--- config.mk ---
export PLATFORM = sky130hd
export DESIGN_NAME = link_frame_receiver_with_reply
export DESIGN_NICKNAME = d
export VERILOG_FILES = /design/src/hw/rtl/lfr_pkg.sv /design/src/hw/rtl/lfr_front.sv /design/src/hw/rtl/lfr_queue.sv /design/src/hw/rtl/lfr_back.sv /design/src/hw/rtl/link_frame_receiver_with_reply.sv
export SDC_FILE = /design/constraint.sdc
export NUM_CORES = 1
export LEC_CHECK = 0
export BUFFER_PORTS_ARGS = -buffer_cell sky130_fd_sc_hd__buf_2
export CORE_ASPECT_RATIO = 2
export CORE_MARGIN = 2
export CORE_UTILIZATION = 59
export DETAILED_ROUTE_END_ITERATION = 12
export GPL_ROUTABILITY_DRIVEN = 1
export PLACE_DENSITY = 0.8
export SYNTH_ARGS = -nofsm -noshare
export SYNTH_HDL_FRONTEND = slang
export SYNTH_SLANG_ARGS = --single-unit
--- constraint.sdc ---
create_clock -name clk_i -period 2.8 [get_ports clk_i]
set_input_delay 0 -clock clk_i [delete_from_list [all_inputs] [get_ports clk_i]]
set_output_delay 0 -clock clk_i [all_outputs]
set_load 0.1 [all_outputs]
--- src/hw/rtl/lfr_pkg.sv ---
// Package for the link frame receiver with reply.
// Holds the byte codes, error bit positions, position codes and the reply request type.
// No dependencies.
package lfr_pkg;

  localparam logic [7:0] FlagByte = 8'h7E;
  localparam logic [7:0] SetCtrl  = 8'h03;
  localparam logic [7:0] UaCtrl   = 8'h07;
  localparam logic [7:0] ICtrl0   = 8'h00;
  localparam logic [7:0] ICtrl1   = 8'h40;
  localparam logic [7:0] Rr0Ctrl  = 8'h05;
  localparam logic [7:0] Rr1Ctrl  = 8'h85;

  localparam logic [7:0] ExpectedAddressReset = 8'h03;
  localparam logic [7:0] ReplyAddressReset    = 8'h01;

  localparam int unsigned MaxFieldBytesDefault = 256;
  localparam int unsigned CfgIndexWidth        = 8;

  localparam logic [CfgIndexWidth-1:0] CfgExpectedAddress = CfgIndexWidth'(0);
  localparam logic [CfgIndexWidth-1:0] CfgReplyAddress    = CfgIndexWidth'(1);

  localparam int unsigned NumErr  = 6;
  localparam int unsigned ErrFlag = 0;
  localparam int unsigned ErrAddr = 1;
  localparam int unsigned ErrCtrl = 2;
  localparam int unsigned ErrHdr  = 3;
  localparam int unsigned ErrData = 4;
  localparam int unsigned ErrLen  = 5;

  // Reply queue depth; a power of two so the pointers wrap by themselves.
  localparam int unsigned QueueDepth = 2;

  // Reply byte positions.
  localparam logic [2:0] RpFlagOpen  = 3'd0;
  localparam logic [2:0] RpAddr      = 3'd1;
  localparam logic [2:0] RpCtrl      = 3'd2;
  localparam logic [2:0] RpCheck     = 3'd3;
  localparam logic [2:0] RpFlagClose = 3'd4;

  typedef enum logic [2:0] {
    PosOpen     = 3'd0,
    PosAddr     = 3'd1,
    PosCtrl     = 3'd2,
    PosHdr      = 3'd3,
    PosSetClose = 3'd4,
    PosData     = 3'd5
  } pos_e;

  typedef struct packed {
    logic              kind;
    logic              seq;
    logic [NumErr-1:0] err;
  } reply_req_t;

endpackage

--- src/hw/rtl/lfr_front.sv ---
// Front part of the link frame receiver: parses received bytes by position.
// Pushes one reply request per finished frame. Depends on lfr_pkg.
module lfr_front #(
  parameter int unsigned MAX_FIELD_BYTES = lfr_pkg::MaxFieldBytesDefault
) (
  input  logic               clk_i,
  input  logic               rst_ni,
  input  logic               accept_i,
  input  logic [7:0]         rx_byte_i,
  input  logic [7:0]         expected_address_i,
  output logic               push_o,
  output lfr_pkg::reply_req_t req_o
);

  localparam int unsigned LenW = $clog2(MAX_FIELD_BYTES + 2);
  localparam logic [LenW-1:0] LenMax = LenW'(MAX_FIELD_BYTES);

  lfr_pkg::pos_e pos_q, pos_d;
  logic                      info_q, info_d;
  logic [7:0]                hxor_q, hxor_d;
  logic                      fnum_q, fnum_d;
  logic [7:0]                dxor_q, dxor_d;
  logic [LenW-1:0]           len_q, len_d;
  logic [lfr_pkg::NumErr-1:0] err_q, err_d;

  always_ff @(posedge clk_i or negedge rst_ni) begin
    if (!rst_ni) begin
      pos_q  <= lfr_pkg::PosOpen;
      info_q <= 1'b0;
      hxor_q <= '0;
      fnum_q <= 1'b0;
      dxor_q <= '0;
      len_q  <= '0;
      err_q  <= '0;
    end else begin
      pos_q  <= pos_d;
      info_q <= info_d;
      hxor_q <= hxor_d;
      fnum_q <= fnum_d;
      dxor_q <= dxor_d;
      len_q  <= len_d;
      err_q  <= err_d;
    end
  end

  always_comb begin
    pos_d  = pos_q;
    info_d = info_q;
    hxor_d = hxor_q;
    fnum_d = fnum_q;
    dxor_d = dxor_q;
    len_d  = len_q;
    err_d  = err_q;
    push_o = 1'b0;
    req_o  = '{kind: 1'b0, seq: 1'b0, err: err_q};
    if (accept_i) begin
      unique case (pos_q)
        lfr_pkg::PosAddr: begin
          if (rx_byte_i != expected_address_i) err_d[lfr_pkg::ErrAddr] = 1'b1;
          hxor_d = rx_byte_i;
          pos_d  = lfr_pkg::PosCtrl;
        end
        lfr_pkg::PosCtrl: begin
          if (info_q) begin
            if (rx_byte_i != lfr_pkg::ICtrl0 && rx_byte_i != lfr_pkg::ICtrl1) begin
              err_d[lfr_pkg::ErrCtrl] = 1'b1;
            end
            fnum_d = (rx_byte_i != lfr_pkg::ICtrl0);
          end else if (rx_byte_i != lfr_pkg::SetCtrl) begin
            err_d[lfr_pkg::ErrCtrl] = 1'b1;
          end
          hxor_d = hxor_q ^ rx_byte_i;
          pos_d  = lfr_pkg::PosHdr;
        end
        lfr_pkg::PosHdr: begin
          if (rx_byte_i != hxor_q) err_d[lfr_pkg::ErrHdr] = 1'b1;
          pos_d = info_q ? lfr_pkg::PosData : lfr_pkg::PosSetClose;
        end
        lfr_pkg::PosSetClose: begin
          if (rx_byte_i != lfr_pkg::FlagByte) err_d[lfr_pkg::ErrFlag] = 1'b1;
          pos_d  = lfr_pkg::PosOpen;
          info_d = 1'b1;
          push_o = 1'b1;
          req_o  = '{kind: 1'b0, seq: 1'b0, err: err_d};
        end
        lfr_pkg::PosData: begin
          if (rx_byte_i == lfr_pkg::FlagByte) begin
            if (len_q == '0 || len_q > LenMax) err_d[lfr_pkg::ErrLen] = 1'b1;
            if (dxor_q != 8'h00) err_d[lfr_pkg::ErrData] = 1'b1;
            pos_d  = lfr_pkg::PosOpen;
            info_d = 1'b0;
            push_o = 1'b1;
            req_o  = '{kind: 1'b1, seq: fnum_q, err: err_d};
          end else begin
            dxor_d = dxor_q ^ rx_byte_i;
            if (len_q <= LenMax) len_d = len_q + LenW'(1);
          end
        end
        default: begin
          // Opening flag; a wrong byte still opens the frame.
          err_d                   = '0;
          err_d[lfr_pkg::ErrFlag] = (rx_byte_i != lfr_pkg::FlagByte);
          hxor_d = '0;
          dxor_d = '0;
          len_d  = '0;
          fnum_d = 1'b0;
          pos_d  = lfr_pkg::PosAddr;
        end
      endcase
    end
  end

  // A frame end always returns the parser to the opening flag.
  assert property (@(posedge clk_i) disable iff (!rst_ni)
    push_o |=> pos_q == lfr_pkg::PosOpen)
    else $error("parser did not return to opening flag after frame end");

  // The data length never runs past its saturation value.
  assert property (@(posedge clk_i) disable iff (!rst_ni)
    len_q <= LenMax + LenW'(1))
    else $error("data length beyond saturation");

endmodule

--- src/hw/rtl/lfr_queue.sv ---
// Short queue of reply requests between the frame parser and the reply sender.
// Depends on lfr_pkg.
module lfr_queue (
  input  logic                clk_i,
  input  logic                rst_ni,
  input  logic                push_i,
  input  lfr_pkg::reply_req_t push_req_i,
  input  logic                pop_i,
  output logic                full_o,
  output logic                nonempty_o,
  output lfr_pkg::reply_req_t head_o
);

  localparam int unsigned PtrW = $clog2(lfr_pkg::QueueDepth);
  localparam int unsigned CntW = $clog2(lfr_pkg::QueueDepth + 1);

  lfr_pkg::reply_req_t       entry_q [lfr_pkg::QueueDepth];
  logic [PtrW-1:0]           wr_ptr_q, wr_ptr_d;
  logic [PtrW-1:0]           rd_ptr_q, rd_ptr_d;
  logic [CntW-1:0]           cnt_q, cnt_d;

  assign full_o     = (cnt_q == CntW'(lfr_pkg::QueueDepth));
  assign nonempty_o = (cnt_q != '0);
  assign head_o     = entry_q[rd_ptr_q];

  always_comb begin
    wr_ptr_d = push_i ? wr_ptr_q + PtrW'(1) : wr_ptr_q;
    rd_ptr_d = pop_i ? rd_ptr_q + PtrW'(1) : rd_ptr_q;
    cnt_d    = cnt_q + CntW'(push_i) - CntW'(pop_i);
  end

  always_ff @(posedge clk_i or negedge rst_ni) begin
    if (!rst_ni) begin
      wr_ptr_q <= '0;
      rd_ptr_q <= '0;
      cnt_q    <= '0;
    end else begin
      wr_ptr_q <= wr_ptr_d;
      rd_ptr_q <= rd_ptr_d;
      cnt_q    <= cnt_d;
    end
  end

  always_ff @(posedge clk_i) begin
    if (push_i) begin
      entry_q[wr_ptr_q] <= push_req_i;
    end
  end

  assert property (@(posedge clk_i) disable iff (!rst_ni)
    full_o |-> !push_i)
    else $error("reply request pushed into a full queue");

  assert property (@(posedge clk_i) disable iff (!rst_ni)
    !nonempty_o |-> !pop_i)
    else $error("reply request popped from an empty queue");

endmodule

--- src/hw/rtl/lfr_back.sv ---
// Back part of the link frame receiver: sends the five reply bytes for each request.
// Depends on lfr_pkg.
module lfr_back (
  input  logic                clk_i,
  input  logic                rst_ni,
  input  logic                req_valid_i,
  input  lfr_pkg::reply_req_t req_i,
  input  logic [7:0]          reply_address_i,
  input  logic                out_stall_i,
  output logic                req_pop_o,
  output logic                out_valid_o,
  output logic [7:0]          reply_byte_o,
  output logic                last_of_reply_o
);

  logic [2:0] idx_q, idx_d;
  logic [7:0] ctrl;
  logic       take;

  assign ctrl = req_i.kind ? (req_i.seq ? lfr_pkg::Rr0Ctrl : lfr_pkg::Rr1Ctrl)
                           : lfr_pkg::UaCtrl;

  assign out_valid_o     = req_valid_i;
  assign take            = req_valid_i && !out_stall_i;
  assign last_of_reply_o = (idx_q == lfr_pkg::RpFlagClose);
  assign req_pop_o       = take && last_of_reply_o;

  always_comb begin
    case (idx_q)
      lfr_pkg::RpAddr:  reply_byte_o = reply_address_i;
      lfr_pkg::RpCtrl:  reply_byte_o = ctrl;
      lfr_pkg::RpCheck: reply_byte_o = reply_address_i ^ ctrl;
      default:          reply_byte_o = lfr_pkg::FlagByte;
    endcase
  end

  always_comb begin
    idx_d = idx_q;
    if (take) begin
      idx_d = last_of_reply_o ? lfr_pkg::RpFlagOpen : idx_q + 3'd1;
    end
  end

  always_ff @(posedge clk_i or negedge rst_ni) begin
    if (!rst_ni) begin
      idx_q <= lfr_pkg::RpFlagOpen;
    end else begin
      idx_q <= idx_d;
    end
  end

  // Without a pending request the sender rests at the first reply byte.
  assert property (@(posedge clk_i) disable iff (!rst_ni)
    !req_valid_i |-> idx_q == lfr_pkg::RpFlagOpen)
    else $error("reply byte counter moved with no request pending");

endmodule

--- src/hw/rtl/link_frame_receiver_with_reply.sv ---
// Top level of the link frame receiver with reply.
// Instantiates lfr_front, lfr_queue and lfr_back; depends on lfr_pkg.
//
//   Channel   Direction  Handshake                Payload
//   input     in         in_valid_i / in_stall_o  rx_byte_i
//   output    out        out_valid_o / out_stall_i reply_byte_o, last_of_reply_o,
//                                                 frame_kind_o, sequence_bit_o, error flags
//   config    in         cfg_valid_i / cfg_ready_o cfg_index_i, cfg_data_i
//
// One received byte is taken per cycle while in_stall_o is low.
// The reply sender sends five reply bytes per finished frame, one per unstalled cycle.
// A two-entry request queue sits between parser and sender, so input stalls only
// while both entries are held; since a frame has at least five bytes, the sender
// keeps up at full rate when unstalled. Reset (rst_ni low, asynchronous) returns
// the parser to await a SET frame and restores expected_address 3, reply_address 1.
module link_frame_receiver_with_reply #(
  parameter int unsigned MAX_FIELD_BYTES = lfr_pkg::MaxFieldBytesDefault
) (
  input  logic                              clk_i,
  input  logic                              rst_ni,
  // Received bytes.
  input  logic                              in_valid_i,
  output logic                              in_stall_o,
  input  logic [7:0]                        rx_byte_i,
  // Reply bytes.
  output logic                              out_valid_o,
  input  logic                              out_stall_i,
  output logic [7:0]                        reply_byte_o,
  output logic                              last_of_reply_o,
  output logic                              frame_kind_o,
  output logic                              sequence_bit_o,
  output logic                              flag_error_o,
  output logic                              address_error_o,
  output logic                              control_error_o,
  output logic                              header_check_error_o,
  output logic                              data_check_error_o,
  output logic                              length_error_o,
  // Configuration writes.
  input  logic                              cfg_valid_i,
  output logic                              cfg_ready_o,
  input  logic [lfr_pkg::CfgIndexWidth-1:0] cfg_index_i,
  input  logic [7:0]                        cfg_data_i
);

  logic [7:0]          expected_address_q;
  logic [7:0]          reply_address_q;
  logic                in_accept;
  logic                push;
  lfr_pkg::reply_req_t push_req;
  logic                q_full;
  logic                q_nonempty;
  lfr_pkg::reply_req_t head;
  logic                pop;

  // Configuration registers. Writes must be made only while idle, which the block
  // does not enforce; the parser and sender read them directly. Unknown indexes are dropped.
  assign cfg_ready_o = 1'b1;

  always_ff @(posedge clk_i or negedge rst_ni) begin
    if (!rst_ni) begin
      expected_address_q <= lfr_pkg::ExpectedAddressReset;
      reply_address_q    <= lfr_pkg::ReplyAddressReset;
    end else if (cfg_valid_i && cfg_ready_o) begin
      if (cfg_index_i == lfr_pkg::CfgExpectedAddress) begin
        expected_address_q <= cfg_data_i;
      end else if (cfg_index_i == lfr_pkg::CfgReplyAddress) begin
        reply_address_q <= cfg_data_i;
      end
    end
  end

  // The parser can push a request on a frame's closing byte, so it holds off while the
  // queue has no free entry.
  assign in_stall_o = q_full;
  assign in_accept  = in_valid_i && !in_stall_o;

  lfr_front #(
    .MAX_FIELD_BYTES(MAX_FIELD_BYTES)
  ) u_front (
    .clk_i              (clk_i),
    .rst_ni             (rst_ni),
    .accept_i           (in_accept),
    .rx_byte_i          (rx_byte_i),
    .expected_address_i (expected_address_q),
    .push_o             (push),
    .req_o              (push_req)
  );

  lfr_queue u_queue (
    .clk_i      (clk_i),
    .rst_ni     (rst_ni),
    .push_i     (push),
    .push_req_i (push_req),
    .pop_i      (pop),
    .full_o     (q_full),
    .nonempty_o (q_nonempty),
    .head_o     (head)
  );

  lfr_back u_back (
    .clk_i           (clk_i),
    .rst_ni          (rst_ni),
    .req_valid_i     (q_nonempty),
    .req_i           (head),
    .reply_address_i (reply_address_q),
    .out_stall_i     (out_stall_i),
    .req_pop_o       (pop),
    .out_valid_o     (out_valid_o),
    .reply_byte_o    (reply_byte_o),
    .last_of_reply_o (last_of_reply_o)
  );

  // Per-frame fields are held in the queue entry for all five reply bytes.
  assign frame_kind_o         = head.kind;
  assign sequence_bit_o       = head.seq;
  assign flag_error_o         = head.err[lfr_pkg::ErrFlag];
  assign address_error_o      = head.err[lfr_pkg::ErrAddr];
  assign control_error_o      = head.err[lfr_pkg::ErrCtrl];
  assign header_check_error_o = head.err[lfr_pkg::ErrHdr];
  assign data_check_error_o   = head.err[lfr_pkg::ErrData];
  assign length_error_o       = head.err[lfr_pkg::ErrLen];

endmodule
* Word level (Yosys, flattened, before mapping)
Memory sizes are Yosys's and may differ from the RTL's.
Index checks and enable logic that the tools add are counted.
** Word-level totals
- Flip-flop bits (word level) :: 59
- RAM bits :: 16
- Logic and storage cells :: 132
- Memories kept :: 1
** Cells by class
- $add $sub $neg :: 6
- $lt $le $gt $ge :: 2
- Equality and inequality tests :: 25
- Muxes and demuxes :: 39
- Bitwise gates (word level) :: 10
- Reduce and logical (&&, ||, !) cells :: 32
** Memory list
- u_queue.entry_q :: depth 2, width 8, read ports 1, clocked after Yosys merged registers in 0, write ports 1, line lfr_queue.sv:17 : lfr_pkg::reply_req_t entry_q [lfr_pkg::QueueDepth];
** Operators by type and width (number)
- $pmux 8 s3 :: 2
- $mux 8 :: 5
- $pmux 8 s2 :: 2
- $xor 8x8->8 :: 3
- $reduce_and 3->1 :: 7
- $reduce_or 4->1 :: 5
- $mux 9 :: 2
- $pmux 9 s2 :: 1
- $ne 8x7->1 const B :: 2
- $ne 8x8->1 :: 2
- $reduce_bool 8->1 :: 2
- $mux 1 :: 15
- $pmux 3 s5 :: 1
- $pmux 1 s2 :: 7
- $eq 3x2->1 const B :: 4
- $ne 2x1->1 const B :: 5
- $add 9x1->9 const B :: 1
- $eq 3x3->1 const B :: 3
- $gt 9x9->1 const B :: 1
- $le 9x9->1 const B :: 1
- $logic_not 9->1 :: 1
- $eq 8x1->1 const B :: 1
- $eq 8x7->1 const B :: 1
- $logic_not 8->1 :: 1
- other kinds (21) :: 39

* Depth between registers and ports, before layout
- Word-level depth :: 6
- Gate-level depth with buffers :: 9

* By module
From an unflattened synthesis, not the netlist that was laid out.
** Second synthesis, totals
- Cell total of the unflattened synthesis :: 406
- Area total of the unflattened synthesis :: 4354.2 um^2
** Modules (own cells, without submodules)
- lfr_front :: times used 1, cells each 274, area an instance 2421.1 um^2, seq. area each 900.9 um^2
- lfr_queue :: times used 1, cells each 40, area an instance 810.8 um^2, seq. area each 580.6 um^2
- link_frame_receiver_with_reply :: times used 1, cells each 40, area an instance 706.9 um^2, seq. area each 404.1 um^2
- lfr_back :: times used 1, cells each 52, area an instance 415.4 um^2, seq. area each 75.1 um^2

* Worst setup path before layout
No wires, ideal clock.
- Path type :: register to output
- Start point :: reg u_queue.rd_ptr_q
- End point :: out reply_byte_o[7]
- Arrival time :: 2.863 ns
- Setup slack :: -0.063 ns
- Cell stages (with the launch flop) :: 6
- Cells stage by stage :: dfrtp_1 buf_2 mux2_2 nor2_1 xnor2_1 o22ai_1
** Between the ends
- Cells in the longest elaborated chain, start to end :: 5
** RTL lines
- start, declared :: line lfr_queue.sv:19 : logic [PtrW-1:0] rd_ptr_q, rd_ptr_d;
- start signal, assigned :: line lfr_queue.sv:39 : rd_ptr_q <= rd_ptr_d;
- $mem_v2 2x8 (*)
- via sequence_bit_o :: line link_frame_receiver_with_reply.sv:31 : output logic sequence_bit_o,
- $mux 8 (*) (2 in series) :: line lfr_back.sv:20 : assign ctrl = req_i.kind ? (req_i.seq ? lfr_pkg::Rr0Ctrl : lfr_pkg::Rr1Ctrl)
- $xor 8x8->8 :: line lfr_back.sv:32 : lfr_pkg::RpCheck: reply_byte_o = reply_address_i ^ ctrl;
- $pmux 8 s3 (*) :: line lfr_back.sv:29 : case (idx_q)
- end, declared :: line link_frame_receiver_with_reply.sv:28 : output logic [7:0] reply_byte_o,
Mark *: on every way through the listed nets, which the timed path passes. The rest lies on a longest branch.

* Worst setup path after layout
- Start point :: reg u_queue.rd_ptr_q
- End point :: out reply_byte_o[1]
** Between the ends
- Cells in the longest elaborated chain, start to end :: 4
** RTL lines (line)
- $mem_v2 2x8 (*)
- $mux 8 (*) :: lfr_back.sv:20
- $xor 8x8->8 :: lfr_back.sv:32
- $pmux 8 s3 (*) :: lfr_back.sv:29
Mark *: on every way between the ends. The rest lies on a longest branch, timed or not.

==> flow_metrics.env <==
export IMPL_syn_inst=441
export IMPL_min_to="u_back.idx_q[2]"
export IMPL_timing_rr_end="u_front.len_q[8]"
export IMPL_peakVddDrop_mv=0.555
export IMPL_initialDrtViolationCount=238
export IMPL_syn_area_sq_um=4400
export IMPL_clock_sinks=75
export IMPL_grt_overflow=0
export IMPL_cts_resized=0
export IMPL_clock_path_buffers=2
export IMPL_synth_area_leaders="dfrtp_1 32%, edfxtp_1 11%, mux2_2 6.4%"
export IMPL_routedWlPerCell_um=17.6
export IMPL_hold_depth=3
export IMPL_tightest_slew_ns=0.769
export IMPL_synth_edff_count=16
export IMPL_synth_seq_area_share=0.446
export IMPL_rsz0062_at_grt="false"
export IMPL_crit_arrival_ns=2.47
export IMPL_pwr_density_cell_nw_per_um2=1150
export IMPL_hp_class="input port to flop"
export IMPL_syn_avg_cell_area_sq_um=9.97
export IMPL_path_clk_slew_ns=0.06
export IMPL_clockRootBuffer="clkbuf_16"
export IMPL_tns_ns=0
export IMPL_fmax_mhz=404
export IMPL_setup_viol=0
export IMPL_area_growth_pct=14.5
export IMPL_vias_per_cell=6.16
export IMPL_dpl_cell_count=555
export IMPL_drt_pass1_iterations=5
export IMPL_die_h_um=126
export IMPL_chipWidth_um=65.0
export IMPL_pre_cts_ws_ns=0.515
export IMPL_ff2ff_setup_slack_ns=0.53
export IMPL_gp_congestion=0.900
export IMPL_yosysWarnings=0
export IMPL_fillers=541
export IMPL_ys_ff_latch=75
export IMPL_multi_input_area_sq_um=2150
export IMPL_fin_crit_sh=0.884
export IMPL_synth_fp_nets=480
export IMPL_antenna_found_initial=0
export IMPL_final_seq_area_sq_um=1960
export IMPL_htree_levels=3
export IMPL_drc=0
export IMPL_drive_above_1_share=0.221
export IMPL_cts_tree="yes"
export IMPL_power_mw=5.77
export IMPL_rr_startpoint="u_front.len_q[0]"
export IMPL_path_class="flop to output pin"
export IMPL_start_kind="flop"
export IMPL_slew_viol_final=0
export IMPL_drv_cap=0
export IMPL_wl_um=10200
export IMPL_ant_nets=0
export IMPL_nets=522
export IMPL_fin_util=0.693
export IMPL_finClkSkew_ns=0.00548
export IMPL_antenna_cells=0
export IMPL_critPathCaptureType="output pin"
export IMPL_dpl_hpwl_um=7230
export IMPL_cts_buffers_inserted=9
export IMPL_final_common_cell="dfrtp_1"
export IMPL_clkLatencyLatePin_ns=0.34
export IMPL_grt_max_degree=60
export IMPL_p_leak_nw=2.12
export IMPL_hold_violations=0
export IMPL_vias=3570
export IMPL_track_usage=0.264
export IMPL_r2r_cells=9
export IMPL_layout_common_cells="56 x dfrtp_1, 47 x buf_2, 32 x inv_1"
export IMPL_dieArea_sq_um=8200
export IMPL_outcome="complete, no violations"
export IMPL_cp_max_fo=9
export IMPL_core_sq_um=7270
export IMPL_netlist_area_leader_share=0.319
export IMPL_instances_no_fill=580
export IMPL_ios=49
export IMPL_port_buffer_count=47
export IMPL_start_util=0.605
export IMPL_fin_ws_ns=0.325
export IMPL_fin_crit_ns=2.47
export IMPL_synth_top_area_cell="dfrtp_1"
export IMPL_synthFlopType="dfrtp_1"
export IMPL_rows=44
export IMPL_synthArstFlopShare=0.787
export IMPL_slew_limit_headroom=0.486
export IMPL_min_from="out_stall_i"
export IMPL_synth_distinct_cells=60
export IMPL_cp_required_ns=2.80
export IMPL_grt_pass1_vias=3463
export IMPL_grt_pass1_wl_um=16700
worst max-delay path, cell delays in order (launching register included):
cell       delay (ns)
dfrtp_1          0.58
mux2i_1          0.53
o2bb2ai_1        0.15
a22o_1           0.25
a22oi_1          0.16
buf_2            0.45
sequential cells by signal, indices dropped and copies added, names as in the netlist, 2 cells and up:
name                count
u_front.len_q           9
u_back.idx_q            3
u_front.dxor_q          8
u_front.err_q           6
reply_address_q         8
expected_address_q      8
u_front.pos_q           3
u_front.hxor_q          8
u_queue.cnt_q           2
u_queue.entry_q        16
cells in the mapped netlist, types with 11 or more instances:
| cell type | instances |
|---|---|
| nor2_1 | 17 |
| a21oi_1 | 28 |
| mux2_2 | 25 |
| edfxtp_1 | 16 |
| nand4_1 | 13 |
| clkbuf_1 | 12 |
| o31ai_1 | 11 |
| inv_1 | 32 |
| o21ai_0 | 23 |
| nand2_1 | 30 |
| dfrtp_1 | 56 |
| xnor2_1 | 19 |
| buf_2 | 13 |
power breakdown:
group          switching [mW]  internal, mW
clock                   0.469         0.694
combinational            2.06         0.809
sequential              0.361          1.37
total                    2.89          2.88
worst max-delay path by stage:
| stage | start | endpoint | slack [ns] | cells past startpoint |
|---|---|---|---|---|
| CTS | u_queue.rd_ptr_q | reply_byte_o[1] | 0.31 | 5 |
| global placement | u_front.len_q[0] | u_front.len_q[8] | 0.64 | 9 |
| floorplan | u_queue.rd_ptr_q | reply_byte_o[1] | 0.07 | 5 |
| detailed placement | u_front.len_q[0] | u_front.len_q[8] | 0.51 | 9 |
| finish | u_queue.rd_ptr_q | reply_byte_o[1] | 0.33 | 5 |
| global route | u_queue.rd_ptr_q | reply_byte_o[1] | 0.21 | 5 |
layer usage:
| layer | share of wire | wire length (um) | track usage |
|---|---|---|---|
| met1 | 0.37 | 3820 | 0.286 |
| met2 | 0.55 | 5640 | 0.484 |
| met3 | 0.037 | 374 | 0.0411 |
| met4 | 0.038 | 386 | 0.131 |
| met5 | 0 | 0 | 0 |
area by class of cell:
class                           instances  share of cell area
Sequential cell                        75               0.389
Inverter                               32              0.0239
Multi-Input combinational cell        301               0.428
Tap cell                               92              0.0229
Clock inverter                          7              0.0152
Clock buffer                            9              0.0447
Timing Repair Buffer                   64              0.0765
metrics by stage:
step	instance area (sq um)	hold WS, ns
finish	5040	0.0753
global route	5040	0.109
CTS	5040	0.0779
detailed placement	4640	0.205
global placement	4640	0.194
floorplan	4400	-0.296
cells by family after synthesis:
logic type | synth area share
mux | 0.0822
other cells | 0.000853
xor+xnor | 0.0418
compound gates | 0.162
fa+ha+maj | 0.0285
flops | 0.446
buf+inv | 0.0657
simple gates | 0.173
what timing repair did:
action / in CTS / in global routing
endpoints found under the hold margin: 72 / 0
setup buffers: 0 / 0
hold buffers: 9 / 0
Power figures use the tool's default switching activity.
